## config.mk

```make
export PLATFORM = sky130hd
export DESIGN_NAME = nibble_rc4_stream_cipher_core
export DESIGN_NICKNAME = d
export VERILOG_FILES = /design/src/design/nrc4_pkg.sv /design/src/design/nrc4_ram.sv /design/src/design/nrc4_ctrl.sv /design/src/design/nrc4_dp.sv /design/src/design/nibble_rc4_stream_cipher_core.sv
export SDC_FILE = /design/constraint.sdc
export NUM_CORES = 1
export LEC_CHECK = 0
export ABC_AREA = 1
export BUFFER_PORTS_ARGS = -buffer_cell sky130_fd_sc_hd__buf_2
export CAP_MARGIN = 10
export CORE_ASPECT_RATIO = 0.75
export CORE_MARGIN = 2
export CORE_UTILIZATION = 35
export DETAILED_ROUTE_END_ITERATION = 16
export GPL_TIMING_DRIVEN = 0
export SETUP_SLACK_MARGIN = 0.2
export SLEW_MARGIN = 20
export SYNTH_ARGS = -nofsm -noshare
export SYNTH_HDL_FRONTEND = slang
export SYNTH_HIERARCHICAL = 1
export SYNTH_SLANG_ARGS = --single-unit
export TNS_END_PERCENT = 100
```

## constraint.sdc

```tcl
create_clock -name aclk -period 6.4 [get_ports aclk]
set_clock_uncertainty 0.2 [all_clocks]
set_input_delay 0.64 -clock aclk [delete_from_list [all_inputs] [get_ports aclk]]
set_output_delay 0.64 -clock aclk [all_outputs]
set_load 0.05 [all_outputs]
```

## src/design/nrc4_pkg.sv

```systemverilog
// Shared types, constants and helpers for the nibble RC4 stream cipher core.
package nrc4_pkg;

    // Permutation table geometry
    localparam int NIB_W      = 4;
    localparam int PERM_DEPTH = 16;

    // Field and register widths
    localparam int DATA_W    = 8;
    localparam int KEY_W     = 64;
    localparam int KLEN_W    = 5;
    localparam int CFG_IDX_W = 1;

    // Register indexes on the configuration port
    localparam logic [CFG_IDX_W-1:0] REG_KEY_NIBBLES = 1'd0;
    localparam logic [CFG_IDX_W-1:0] REG_KEY_LENGTH  = 1'd1;

    // Reset values of the configuration registers
    localparam logic [KEY_W-1:0]  KEY_RESET  = '0;
    localparam logic [KLEN_W-1:0] KLEN_RESET = 5'd16;

    // Sequencer step codes; the controller state is one of these
    localparam int OP_W = 4;
    localparam logic [OP_W-1:0] OP_IDLE = 4'd0;
    localparam logic [OP_W-1:0] OP_FILL = 4'd1;
    localparam logic [OP_W-1:0] OP_K0   = 4'd2;
    localparam logic [OP_W-1:0] OP_K1   = 4'd3;
    localparam logic [OP_W-1:0] OP_K2   = 4'd4;
    localparam logic [OP_W-1:0] OP_K3   = 4'd5;
    localparam logic [OP_W-1:0] OP_B0   = 4'd6;
    localparam logic [OP_W-1:0] OP_B1   = 4'd7;
    localparam logic [OP_W-1:0] OP_B2   = 4'd8;
    localparam logic [OP_W-1:0] OP_B3   = 4'd9;
    localparam logic [OP_W-1:0] OP_OUT  = 4'd10;

    // Controller to datapath
    typedef struct packed {
        logic            load_in;
        logic [OP_W-1:0] op;
    } dp_cmd_t;

    // Datapath to controller
    typedef struct packed {
        logic cnt_last;
        logic last;
        logic out_free;
    } dp_sts_t;

    // Last key index used by the schedule; zero or over-long lengths act as 16
    function automatic logic [NIB_W-1:0] key_last_idx(input logic [KLEN_W-1:0] len);
        logic [KLEN_W-1:0] m1;
        m1 = len - KLEN_W'(1);
        if (len == '0 || len > KLEN_W'(PERM_DEPTH)) begin
            key_last_idx = NIB_W'(PERM_DEPTH - 1);
        end else begin
            key_last_idx = m1[NIB_W-1:0];
        end
    endfunction

endpackage

```

## src/design/nrc4_ram.sv

```systemverilog
// Generic single-port-write, single-port-read RAM with registered read data.
module nrc4_ram #(
    parameter int WIDTH = nrc4_pkg::NIB_W,
    parameter int DEPTH = nrc4_pkg::PERM_DEPTH
) (
    input  logic                     aclk,
    input  logic                     we,
    input  logic [$clog2(DEPTH)-1:0] waddr,
    input  logic [WIDTH-1:0]         wdata,
    input  logic [$clog2(DEPTH)-1:0] raddr,
    output logic [WIDTH-1:0]         rdata
);

    logic [WIDTH-1:0] mem_reg [DEPTH];
    logic [WIDTH-1:0] rdata_reg;

    // Read returns old data on a same-address write
    always_ff @(posedge aclk) begin
        if (we) begin
            mem_reg[waddr] <= wdata;
        end
        rdata_reg <= mem_reg[raddr];
    end

    assign rdata = rdata_reg;

endmodule

```

## src/design/nrc4_ctrl.sv

```systemverilog
// Sequencer for key schedule and per-byte keystream steps.
module nrc4_ctrl (
    input  logic              aclk,
    input  logic              aresetn,
    input  logic              in_valid,
    output logic              in_ready,
    input  nrc4_pkg::dp_sts_t sts,
    output nrc4_pkg::dp_cmd_t cmd
);

    logic [nrc4_pkg::OP_W-1:0] state_reg, state_next;
    logic                      need_reg, need_next;
    logic                      accept;

    assign in_ready = (state_reg == nrc4_pkg::OP_IDLE);
    assign accept   = in_valid && in_ready;

    assign cmd.load_in = accept;
    assign cmd.op      = state_reg;

    // Next state
    always_comb begin
        state_next = state_reg;
        need_next  = need_reg;
        case (state_reg)
            nrc4_pkg::OP_IDLE: begin
                if (accept) begin
                    state_next = need_reg ? nrc4_pkg::OP_FILL : nrc4_pkg::OP_B0;
                end
            end
            nrc4_pkg::OP_FILL: begin
                if (sts.cnt_last) begin
                    state_next = nrc4_pkg::OP_K0;
                end
            end
            nrc4_pkg::OP_K0: state_next = nrc4_pkg::OP_K1;
            nrc4_pkg::OP_K1: state_next = nrc4_pkg::OP_K2;
            nrc4_pkg::OP_K2: state_next = nrc4_pkg::OP_K3;
            nrc4_pkg::OP_K3: begin
                state_next = sts.cnt_last ? nrc4_pkg::OP_B0 : nrc4_pkg::OP_K0;
            end
            nrc4_pkg::OP_B0: state_next = nrc4_pkg::OP_B1;
            nrc4_pkg::OP_B1: state_next = nrc4_pkg::OP_B2;
            nrc4_pkg::OP_B2: state_next = nrc4_pkg::OP_B3;
            nrc4_pkg::OP_B3: state_next = nrc4_pkg::OP_OUT;
            nrc4_pkg::OP_OUT: begin
                if (sts.out_free) begin
                    state_next = nrc4_pkg::OP_IDLE;
                    need_next  = sts.last;
                end
            end
            default: state_next = nrc4_pkg::OP_IDLE;
        endcase
    end

    always_ff @(posedge aclk) begin
        if (!aresetn) begin
            state_reg <= nrc4_pkg::OP_IDLE;
            need_reg  <= 1'b1;
        end else begin
            state_reg <= state_next;
            need_reg  <= need_next;
        end
    end

endmodule

```

## src/design/nrc4_dp.sv

```systemverilog
// Datapath: key registers, permutation RAM, indices and output register.
module nrc4_dp (
    input  logic                                aclk,
    input  logic                                aresetn,
    input  nrc4_pkg::dp_cmd_t                   cmd,
    output nrc4_pkg::dp_sts_t                   sts,
    input  logic [nrc4_pkg::DATA_W-1:0]         in_data,
    input  logic                                in_last,
    input  logic                                cfg_we,
    input  logic [nrc4_pkg::CFG_IDX_W-1:0]      cfg_idx,
    input  logic [nrc4_pkg::KEY_W-1:0]          cfg_wdata,
    output logic                                out_valid,
    input  logic                                out_ready,
    output logic [nrc4_pkg::DATA_W-1:0]         out_data,
    output logic                                out_last
);

    localparam int NW = nrc4_pkg::NIB_W;

    logic [nrc4_pkg::KEY_W-1:0]  key_reg;
    logic [nrc4_pkg::KLEN_W-1:0] klen_reg;
    logic [nrc4_pkg::DATA_W-1:0] din_reg;
    logic                        lin_reg;
    logic [NW-1:0] cnt_reg, kidx_reg, i_reg, j_reg, jn_reg, pa_reg, pb_reg, k_reg;
    logic          ov_reg;
    logic [nrc4_pkg::DATA_W-1:0] od_reg;
    logic          ol_reg;

    logic          ram_we;
    logic [NW-1:0] ram_wa, ram_wd, ram_ra, ram_rd;
    logic [NW-1:0] ip, kn, jsum, tsum, kval, klast;
    logic          out_free;

    nrc4_ram #(
        .WIDTH (NW),
        .DEPTH (nrc4_pkg::PERM_DEPTH)
    ) u_perm (
        .aclk  (aclk),
        .we    (ram_we),
        .waddr (ram_wa),
        .wdata (ram_wd),
        .raddr (ram_ra),
        .rdata (ram_rd)
    );

    assign ip       = i_reg + NW'(1);
    assign kn       = key_reg[kidx_reg*NW +: NW];
    assign jsum     = j_reg + ram_rd + ((cmd.op == nrc4_pkg::OP_K1) ? kn : '0);
    assign tsum     = pa_reg + pb_reg;
    assign klast    = nrc4_pkg::key_last_idx(klen_reg);
    assign out_free = !ov_reg || out_ready;

    // Keystream lookup after the swap: swapped entries come from the registers
    assign kval = (tsum == jn_reg) ? pa_reg :
                  (tsum == ip)     ? pb_reg : ram_rd;

    assign sts.cnt_last = (cnt_reg == NW'(nrc4_pkg::PERM_DEPTH - 1));
    assign sts.last     = lin_reg;
    assign sts.out_free = out_free;

    // RAM port steering per step
    always_comb begin
        ram_we = 1'b0;
        ram_wa = cnt_reg;
        ram_wd = cnt_reg;
        ram_ra = ip;
        case (cmd.op)
            nrc4_pkg::OP_FILL: ram_we = 1'b1;
            nrc4_pkg::OP_K0:   ram_ra = cnt_reg;
            nrc4_pkg::OP_K1,
            nrc4_pkg::OP_B1:   ram_ra = jsum;
            nrc4_pkg::OP_K2: begin
                ram_we = 1'b1;
                ram_wd = ram_rd;
            end
            nrc4_pkg::OP_B2: begin
                ram_we = 1'b1;
                ram_wa = ip;
                ram_wd = ram_rd;
                ram_ra = pa_reg + ram_rd;
            end
            nrc4_pkg::OP_K3,
            nrc4_pkg::OP_B3: begin
                ram_we = 1'b1;
                ram_wa = jn_reg;
                ram_wd = pa_reg;
            end
            default: ram_ra = ip;
        endcase
    end

    // Configuration registers
    always_ff @(posedge aclk) begin
        if (!aresetn) begin
            key_reg  <= nrc4_pkg::KEY_RESET;
            klen_reg <= nrc4_pkg::KLEN_RESET;
        end else if (cfg_we) begin
            if (cfg_idx == nrc4_pkg::REG_KEY_NIBBLES) begin
                key_reg <= cfg_wdata;
            end
            if (cfg_idx == nrc4_pkg::REG_KEY_LENGTH) begin
                klen_reg <= cfg_wdata[nrc4_pkg::KLEN_W-1:0];
            end
        end
    end

    // Indices, counters and output valid
    always_ff @(posedge aclk) begin
        if (!aresetn) begin
            cnt_reg  <= '0;
            kidx_reg <= '0;
            i_reg    <= '0;
            j_reg    <= '0;
            ov_reg   <= 1'b0;
        end else begin
            // Output valid: set when a result loads, cleared when taken
            if (cmd.op == nrc4_pkg::OP_OUT && out_free) begin
                ov_reg <= 1'b1;
            end else if (out_ready) begin
                ov_reg <= 1'b0;
            end
            if (cmd.load_in) begin
                cnt_reg <= '0;
            end
            case (cmd.op)
                nrc4_pkg::OP_FILL: begin
                    cnt_reg  <= cnt_reg + NW'(1);
                    j_reg    <= '0;
                    kidx_reg <= '0;
                end
                nrc4_pkg::OP_K3: begin
                    cnt_reg  <= cnt_reg + NW'(1);
                    kidx_reg <= (kidx_reg == klast) ? '0 : kidx_reg + NW'(1);
                    if (sts.cnt_last) begin
                        i_reg <= '0;
                        j_reg <= '0;
                    end else begin
                        j_reg <= jn_reg;
                    end
                end
                nrc4_pkg::OP_B3: begin
                    i_reg <= ip;
                    j_reg <= jn_reg;
                end
                default: ;
            endcase
        end
    end

    // Payload registers
    always_ff @(posedge aclk) begin
        if (cmd.load_in) begin
            din_reg <= in_data;
            lin_reg <= in_last;
        end
        case (cmd.op)
            nrc4_pkg::OP_K1,
            nrc4_pkg::OP_B1: begin
                pa_reg <= ram_rd;
                jn_reg <= jsum;
            end
            nrc4_pkg::OP_B2: pb_reg <= ram_rd;
            nrc4_pkg::OP_B3: k_reg  <= kval;
            nrc4_pkg::OP_OUT: begin
                if (out_free) begin
                    od_reg <= din_reg ^ {{(nrc4_pkg::DATA_W-NW){1'b0}}, k_reg};
                    ol_reg <= lin_reg;
                end
            end
            default: ;
        endcase
    end

    assign out_valid = ov_reg;
    assign out_data  = od_reg;
    assign out_last  = ol_reg;

endmodule

```

## src/design/nibble_rc4_stream_cipher_core.sv

```systemverilog
// Per byte: once its input request is accepted the core steps through B0..B3, then loads the output register.
// A new input byte is taken only after the previous result has loaded; the single-read-port RAM sets the steps.
// First byte of a message adds a key schedule: identity fill of 16 entries, then 16 swaps, each K0..K3.
// Output stalls hold the sequencer in its output step until the result register frees up.
// Reset (aresetn low, synchronous): key 0, key length 16, indices 0, schedule pending, output empty.
// Top level of the nibble RC4 stream cipher core.
module nibble_rc4_stream_cipher_core (
    input  logic                               aclk,
    input  logic                               aresetn,
    // input request channel
    input  logic                               s_tvalid,
    output logic                               s_tready,
    input  logic [7:0]                         s_tdata,    // [7:0] data_in
    input  logic                               s_tlast,
    // result channel
    output logic                               m_tvalid,
    input  logic                               m_tready,
    output logic [7:0]                         m_tdata,    // [7:0] data_out
    output logic                               m_tlast,
    // configuration write channel
    input  logic                               cfg_valid,
    output logic                               cfg_ready,
    input  logic [nrc4_pkg::CFG_IDX_W-1:0]     cfg_index,
    input  logic [nrc4_pkg::KEY_W-1:0]         cfg_data
);

    nrc4_pkg::dp_cmd_t cmd;
    nrc4_pkg::dp_sts_t sts;

    assign cfg_ready = 1'b1;

    nrc4_ctrl u_ctrl (
        .aclk     (aclk),
        .aresetn  (aresetn),
        .in_valid (s_tvalid),
        .in_ready (s_tready),
        .sts      (sts),
        .cmd      (cmd)
    );

    nrc4_dp u_dp (
        .aclk      (aclk),
        .aresetn   (aresetn),
        .cmd       (cmd),
        .sts       (sts),
        .in_data   (s_tdata),
        .in_last   (s_tlast),
        .cfg_we    (cfg_valid && cfg_ready),
        .cfg_idx   (cfg_index),
        .cfg_wdata (cfg_data),
        .out_valid (m_tvalid),
        .out_ready (m_tready),
        .out_data  (m_tdata),
        .out_last  (m_tlast)
    );

endmodule

```

==> impl_metrics.toml, run 1 <==
[synthesis]
ys_seq_area_frac = 0.521
syn_avg_cell_area_um2 = 8.38
yosys_register_bits = 193
synth_edf_count = 98
async_flop_share = 0
netlist_area_um2 = 9300
ys_warn_count = 6
synth_cells = 1110
synth_flop_cell = "edfxtp_1"
synth_nets = 1206
synth.distinct_cells = 46

[detailed_routing]
wl_per_cell_um = 15.2
vias_per_cell = 4.91
drc = 0
finalWirelength_um = 23900
ant_nets = 0
drt_first_pass_iters = 5
num_vias = 7730
drtIter0Drc = 562

[die]
die_area_um2 = 27900
start_util = 0.357
core_area_um2 = 26000
die_x_um = 192
ioPinCount = 91
row_count = 51
chipHeight_um = 145

[cts]
clock_latency_ps = 440
cts.clk_slew.worst_paths_ps = 80
cts_buffers = 17
cts.path.max_buffers = 2
clock_sinks = 193
cts_resized = 0
cts_root_buf = "clkbuf_16"
cts_setup_buffers = 0
htreeDepth = 4
ctsHoldBuffers = 0
tritoncts = "built"

[setup_path]
required_ps = 6590
worstSetupPathType = "register to register"
cp.arrival_ps = 4500
cp-start-kind = "register"
regToRegSetupSlack_ps = 2090
ff2ff_path_depth = 16
endpoint_kind = "register"
path_max_fanout = 11

[sta]
fin_crit_ps = 4310
timing_hold_violations_final = 0
setup_viol = 0
worst_slew_pin_slew_ps = 870
rsz0062_at_grt = "no"
min_period_over_period = 0.673
slew_violations = 0
relSlewSlack = 0.420
max_freq_mhz = 232
hold-worst-slack_ps = 183
final.setup.tns_ps = 0

[global_route]
grt.total_usage = 0.177
grt_pass1_vias = 7179
gr-total-overflow = 0
grt_max_degree = 21
grt_pass1_wl_um = 38400
antenna_found_initial = 0

[layout]
layout.nets = 1314
area_growth_pct = 16.2
mostFrequentLayoutCell = "nand2_1"
diodes = 0
mostFrequentLayoutCells = "204 x nand2_1, 175 x nor2_1, 116 x inv_1"
drive_above_1_share = 0.152
final_core_util = 0.415

[run]
max_cap_viol_count = 0

[power_and_ir_drop]
ir_drop_mv = 0.187
power_density_nw_per_um2 = 281
p_leak_uw = 0.00466

[place]
dp_hpwl_um = 17500
gp_congestion = 0.889
portBuffers = 89

[hold_path]
worstHoldPathCells = 1
hp-class = "input port to register"

[outcome]
status = "complete, no violations"
Yosys cell counts (6+ instances only):
cell / count / area (µm²)
o21ai_1: 23 / 115
fa_1: 6 / 120
buf_6: 6 / 67.6
nand3b_1: 6 / 45.0
inv_1: 116 / 435
xor2_1: 13 / 114
o21ai_0: 91 / 455
inv_2: 12 / 45.0
nand4_1: 8 / 50.1
nor2_1: 176 / 661
a21oi_1: 31 / 155
ha_1: 11 / 138
buf_2: 10 / 50.1
clkbuf_1: 22 / 82.6
nand3_1: 102 / 510
o22ai_1: 10 / 62.6
edfxtp_1: 98 / 2940
nand2_1: 204 / 766
buf_4: 12 / 90.1
dfxtp_1: 95 / 1900
layout make-up:
type	instances	area, µm²
Inverter	134	513
Multi-Input combinational cell	733	3660
Timing Repair Buffer	89	445
Sequential cell	193	4840
Tap cell	344	430
Buffer	50	290
Clock inverter	15	208
Clock buffer	17	425
Fill cell	2691	15200
path summary, 6_finish.rpt:
| check | from | endpoint |
|---|---|---|
| min reg2reg | u_dp/din_reg[4]$_DFFE_PP_ | u_dp/out_data[4]$_DFFE_PP_ |
| max reg2reg | u_ctrl/state_reg[1]$_SDFFE_PN0P_ | u_dp/u_perm/rdata[2]$_DFF_P_ |
| min | s_tdata[5] | u_dp/din_reg[5]$_DFFE_PP_ |
| max | u_ctrl/state_reg[1]$_SDFFE_PN0P_ | u_dp/u_perm/rdata[2]$_DFF_P_ |
critical path, cell delays in order (launching register included):
cell and delay (ps):
dfxtp_1 580, nand2_1 150, nor3_1 630, nand2_1 170
a31oi_1 250, fa_1 460, ha_1 200, inv_1 60
fa_1 420, inv_1 100, a21oi_1 70, o211ai_1 160
buf_2 270, inv_1 200, nand3_1 130, nand3_1 120
nand2_1 100
routing by layer:
metal / share of wire / global-route usage / wire length [µm] / vias to the layer above
met5: 0 / 0 / 0 / -
met4: 0.0082 / 0.0439 / 195 / 0
met3: 0.053 / 0.0353 / 1270 / 12
met2: 0.41 / 0.245 / 9880 / 225
met1: 0.53 / 0.277 / 12600 / 3635
li1: - / - / - / 3858
cell families after synthesis:
group,share of synthesized area
AND/OR/NAND/NOR,0.242
adder cells (fa/ha/maj),0.0277
buffers and inverters,0.0863
AO/OA/AOI/OAI,0.0997
flip-flops,0.521
XOR/XNOR,0.0234
other,0.000403
where the power goes:
| group | total [µW] | internal [µW] | switching, µW |
|---|---|---|---|
| logic | 471 | 160 | 311 |
| registers | 1440 | 1380 | 53.6 |
| clock network | 1130 | 603 | 527 |
stage by stage:
step / std cells / total power, µW / cell area (µm²) / setup WS (ps)
after detailed placement: 1543 / 1930 / 10200 / 2190
after CTS: 1575 / 3060 / 10800 / 2170
after global placement: 1543 / 1920 / 10200 / 2240
after floorplan: 1110 / 1770 / 9300 / 3000
after global routing: 1575 / 3190 / 10800 / 1720
final: 1575 / 3040 / 10800 / 2090
Power figures use the tool's default switching activity.
==> run 2: changes to the inputs <==
Clock period 6.4 ns to 3.81 ns, I/O delays scaled along.
==> impl_metrics.toml, run 2 (synthesis results as in run 1) <==
[outcome]
status = "finished with violations"
violations = "negative setup slack"

[setup_path]
max_stage_delay_ps = 470
slowest_stage = "fa_1"
cp.arrival_ps = 4050
path_cells = "buf_6 -> inv_6 -> buf_8 -> nor2_2 -> nor2_1 -> o21ai_1 -> o211ai_1 -> o21ai_1 -> nand2_1 -> nand2_2 -> a31oi_4 -> fa_1 -> ha_4 -> inv_2 -> fa_2 -> inv_2 -> a21oi_2 -> o211ai_1 -> buf_4 -> clkinvlp_4 -> nand3_2 -> nand3_2 -> nand2_2"
reg2reg_to = "u_dp/u_perm/rdata[1]$_DFF_P_"
cp-start-kind = "register"
endpoint_kind = "register"
worstSetupPathType = "register to register"
rr_startpoint = "u_dp/kidx_reg[0]$_SDFFE_PN0P_"
cp-startpoint = "u_dp/kidx_reg[0]$_SDFFE_PN0P_"
regToRegSetupSlack_ps = -50
required_ps = 4000
ff2ff_path_depth = 23
path_max_fanout = 8
crit_end = "u_dp/u_perm/rdata[1]$_DFF_P_"

[layout]
drive_above_1_share = 0.183
design_area_um2 = 11700
stdcell_count = 1643
mostFrequentLayoutCells = "200 x nand2_1, 172 x nor2_1, 111 x inv_1"
final_core_util = 0.451
area_growth_pct = 26.2
layout.nets = 1382
diodes = 0
mostFrequentLayoutCell = "nand2_1"

[cts]
cts.clk_slew.worst_paths_ps = 80
cts_buffers = 17
cts_root_buf = "clkbuf_16"
htreeDepth = 4
tritoncts = "built"
clock_sinks = 193
clock_latency_ps = 440
cts.path.max_buffers = 2

[detailed_routing]
ant_nets = 0
drtIter0Drc = 639
drc = 0
num_vias = 7975
finalWirelength_um = 25200
vias_per_cell = 4.85
wl_per_cell_um = 15.3
drt_first_pass_iters = 5

[global_route]
grt.total_usage = 0.186
antenna_found_initial = 0
grt_max_degree = 21
grt_pass1_vias = 7601
grt_pass1_wl_um = 40400
gr-total-overflow = 0

[sta]
setup_slack_ps = -49.4
timing_hold_violations_final = 0
setup_viol = 4
min_period_over_period = 1.01
max_freq_mhz = 259
slew_violations = 0
worst_slew_pin_slew_ps = 876
fin_crit_ps = 3860
rsz0062_at_grt = "yes"
relSlewSlack = 0.416

[place]
portBuffers = 89
dp_hpwl_um = 17500
placed_area_um2 = 10200
gp_congestion = 0.889
place_ws_ps = -401
post-place-cells = 1543

[power_and_ir_drop]
power_density_nw_per_um2 = 443
finalPower_uw = 5200
p_leak_uw = 0.00503
ir_drop_mv = 0.313

[die]
ioPinCount = 91
die_area_um2 = 27900
start_util = 0.357
row_count = 51
die_x_um = 192
chipHeight_um = 145
core_area_um2 = 26000

[hold_path]
hp-class = "input port to register"

[run]
max_cap_viol_count = 0
==> run 2: how the worst min path moves through the flow <==
stage / startpoint / to / slack, ps / cells after the start
after floorplan: u_dp/din_reg[4]$_DFFE_PP_ / u_dp/out_data[4]$_DFFE_PP_ / 200 / 0
after global placement: u_dp/din_reg[6]$_DFFE_PP_ / u_dp/out_data[6]$_DFFE_PP_ / 200 / 0
after detailed placement: u_dp/din_reg[4]$_DFFE_PP_ / u_dp/out_data[4]$_DFFE_PP_ / 210 / 0
after CTS: cfg_data[0] / u_dp/key_reg[0]$_SDFFE_PN0P_ / 3 / 3
after global routing: cfg_data[51] / u_dp/key_reg[51]$_SDFFE_PN0P_ / 10 / 3
final: cfg_data[0] / u_dp/key_reg[0]$_SDFFE_PN0P_ / 20 / 3
==> run 2: final cells by class <==
class                           count  area (µm²)
Buffer                             50         340
Clock inverter                     15         208
Sequential cell                   193        4850
Clock buffer                       17         425
Inverter                          134         522
Tap cell                          344         430
Fill cell                        2594       14300
Timing Repair Buffer              157        1110
Multi-Input combinational cell    733        3850
==> run 2: routing by layer <==
layer,GRT usage,vias to the layer above,part of all wire
met3,0.0343,10,0.053
met5,0,-,0
met1,0.284,3755,0.51
met2,0.269,221,0.43
met4,0.0439,0,0.0074
li1,-,3989,-
==> run 2: worst max-delay path, delay by kind of cell, from the launching register on <==
kind                       cells  cell delay [ps]
adders and majority gates      3             1080
buffers and inverters          7              870
AOI/OAI and AO/OA              6              670
and+or+nand+nor                7              610
DFF                            1              330
==> run 2: stage by stage <==
| stage | setup TNS [ps] | hold WS, ps |
|---|---|---|
| detailed placement | -1560 | 206 |
| CTS | -135 | 3.30 |
| floorplan | 0 | 200 |
| global placement | -1360 | 201 |
| global route | -795 | 12.4 |
| finish | -152 | 20.7 |
==> run 2: power breakdown <==
| part | switching [µW] | total [µW] | internal [µW] |
|---|---|---|---|
| registers | 92.6 | 2420 | 2330 |
| clock network | 889 | 1900 | 1010 |
| logic | 550 | 879 | 329 |
==> run 2: timing repair <==
action,4_1_cts,5_1_grt
buffers inserted,7,0
setup endpoints to repair,5,5
hold buffers,61,0
gates resized for setup,56,16
pin swaps,20,15
hold endpoints to repair,61,0
==> run 3: changes to the inputs <==
Clock period 3.81 ns to 3.2 ns, I/O delays scaled along.
==> impl_metrics.toml, run 3 (synthesis results as in run 1) <==
[cts]
cts_buffers = 17
clock_sinks = 193
tritoncts = "built"
cts.clk_slew.worst_paths_ps = 80
htreeDepth = 4
cts_root_buf = "clkbuf_16"
cts.path.max_buffers = 2
clock_latency_ps = 450

[setup_path]
path_max_fanout = 8
worstSetupPathType = "register to register"
cp-start-kind = "register"
cp.arrival_ps = 3970
endpoint_kind = "register"
required_ps = 3330

[layout]
diodes = 0
mostFrequentLayoutCells = "202 x nand2_1, 163 x nor2_1, 111 x inv_1"
design_area_um2 = 12000
layout.nets = 1402
stdcell_count = 1663
mostFrequentLayoutCell = "nand2_1"
final_core_util = 0.460
drive_above_1_share = 0.193
area_growth_pct = 28.6

[global_route]
antenna_found_initial = 0
grt_max_degree = 22
grt_pass1_vias = 7982
gr-total-overflow = 0
grt.total_usage = 0.189
grt_pass1_wl_um = 41200

[die]
die_x_um = 192
die_area_um2 = 27900
core_area_um2 = 26000
start_util = 0.357
row_count = 51
ioPinCount = 91
chipHeight_um = 145

[sta]
setup_slack_ps = -633
rsz0062_at_grt = "yes"
setup_viol = 5
worst_slew_pin_slew_ps = 864
timing_hold_violations_final = 0
hold-worst-slack_ps = 193
max_freq_mhz = 261
min_period_over_period = 1.20
slew_violations = 0
fin_crit_ps = 3830
relSlewSlack = 0.422

[hold_path]
hp-class = "input port to register"

[power_and_ir_drop]
p_leak_uw = 0.00511
ir_drop_mv = 0.361
power_density_nw_per_um2 = 510

[detailed_routing]
vias_per_cell = 4.92
drt_first_pass_iters = 5
finalWirelength_um = 25500
ant_nets = 0
drc = 0
wl_per_cell_um = 15.4
num_vias = 8182
drtIter0Drc = 724

[outcome]
violations = "negative setup slack"
status = "finished with violations"

[place]
dp_hpwl_um = 17500
gp_congestion = 0.880
placed_area_um2 = 10200
post-place-cells = 1543
portBuffers = 89

[run]
max_cap_viol_count = 0
==> run 3: changes by cell type in the layout (fill, tap and decap cells not counted), sizes merged <==
| cell | previous run | this run |
|---|---|---|
| dlygate4sd3 | 61 | 77 |
| buf | 124 | 128 |
| bufinv | 2 | 0 |
| clkinv | 7 | 9 |
| clkinvlp | 2 | 1 |
| inv | 138 | 139 |
==> run 3: worst paths after layout <==
| kind | from | endpoint | slack [ps] | depth (start not counted) |
|---|---|---|---|---|
| worst max-delay path | u_dp/kidx_reg[0]$_SDFFE_PN0P_ | u_dp/u_perm/rdata[0]$_DFF_P_ | -630 | 23 |
| worst min register to register | u_dp/din_reg[4]$_DFFE_PP_ | u_dp/out_data[4]$_DFFE_PP_ | 230 | 0 |
| worst max register to register | u_dp/kidx_reg[0]$_SDFFE_PN0P_ | u_dp/u_perm/rdata[0]$_DFF_P_ | -630 | 23 |
| worst min-delay path | s_tvalid | u_ctrl/state_reg[2]$_SDFFE_PN0P_ | 190 | 7 |
==> run 3: what timing repair did <==
action	CTS	global route
endpoints found under the setup margin	7	58
pin swaps	18	11
endpoints found under the hold margin	77	0
buffers inserted	6	3
cloned	2	0
resized for setup	52	30
hold buffers	77	0
==> run 3: routing by layer <==
layer | wire [µm] | track usage | vias up
met5 | 0 | 0 | -
met4 | 322 | 0.0546 | 0
met3 | 1700 | 0.0404 | 21
met2 | 10800 | 0.273 | 268
met1 | 12700 | 0.281 | 3858
li1 | - | - | 4035
==> run 3: metrics by stage <==
| stage | power [µW] | TNS (ps) | setup slack (ps) |
|---|---|---|---|
| floorplan | 3550 | -423 | -106 |
| global placement | 3850 | -3930 | -844 |
| detailed placement | 3860 | -4420 | -930 |
| CTS | 6110 | -2420 | -548 |
| global route | 6390 | -3180 | -705 |
| finish | 6100 | -2720 | -633 |
==> run 3: layout make-up <==
| type | count | area, µm² |
|---|---|---|
| tap | 344 | 430 |
| clock inverter | 15 | 173 |
| buffer | 50 | 349 |
| inverter | 134 | 531 |
| timing repair buffer | 177 | 1310 |
| multi-input combinational | 733 | 3900 |
| sequential | 193 | 4850 |
| clock buffer | 17 | 425 |
| fill | 2510 | 14100 |
==> run 3: power breakdown <==
| part | switching [µW] | internal, µW |
|---|---|---|
| Sequential | 112 | 2770 |
| Combinational | 666 | 409 |
| Clock | 1080 | 1060 |
==> run 3: critical path, stage by stage, from the launching register on <==
cell and delay (ps):
dfxtp_2 340, buf_6 140, inv_8 50, buf_6 120, nor2_2 70, nor2_1 40
o21ai_1 90, o211ai_1 120, o21ai_2 90, nand2_1 90, nand2_2 90, a31oi_4 40
fa_1 570, ha_2 170, inv_2 30, fa_2 530, inv_2 50, a21oi_2 110
o211ai_1 170, buf_4 230, clkinv_8 100, nand3_4 80, nand3_2 90, nand2_1 60
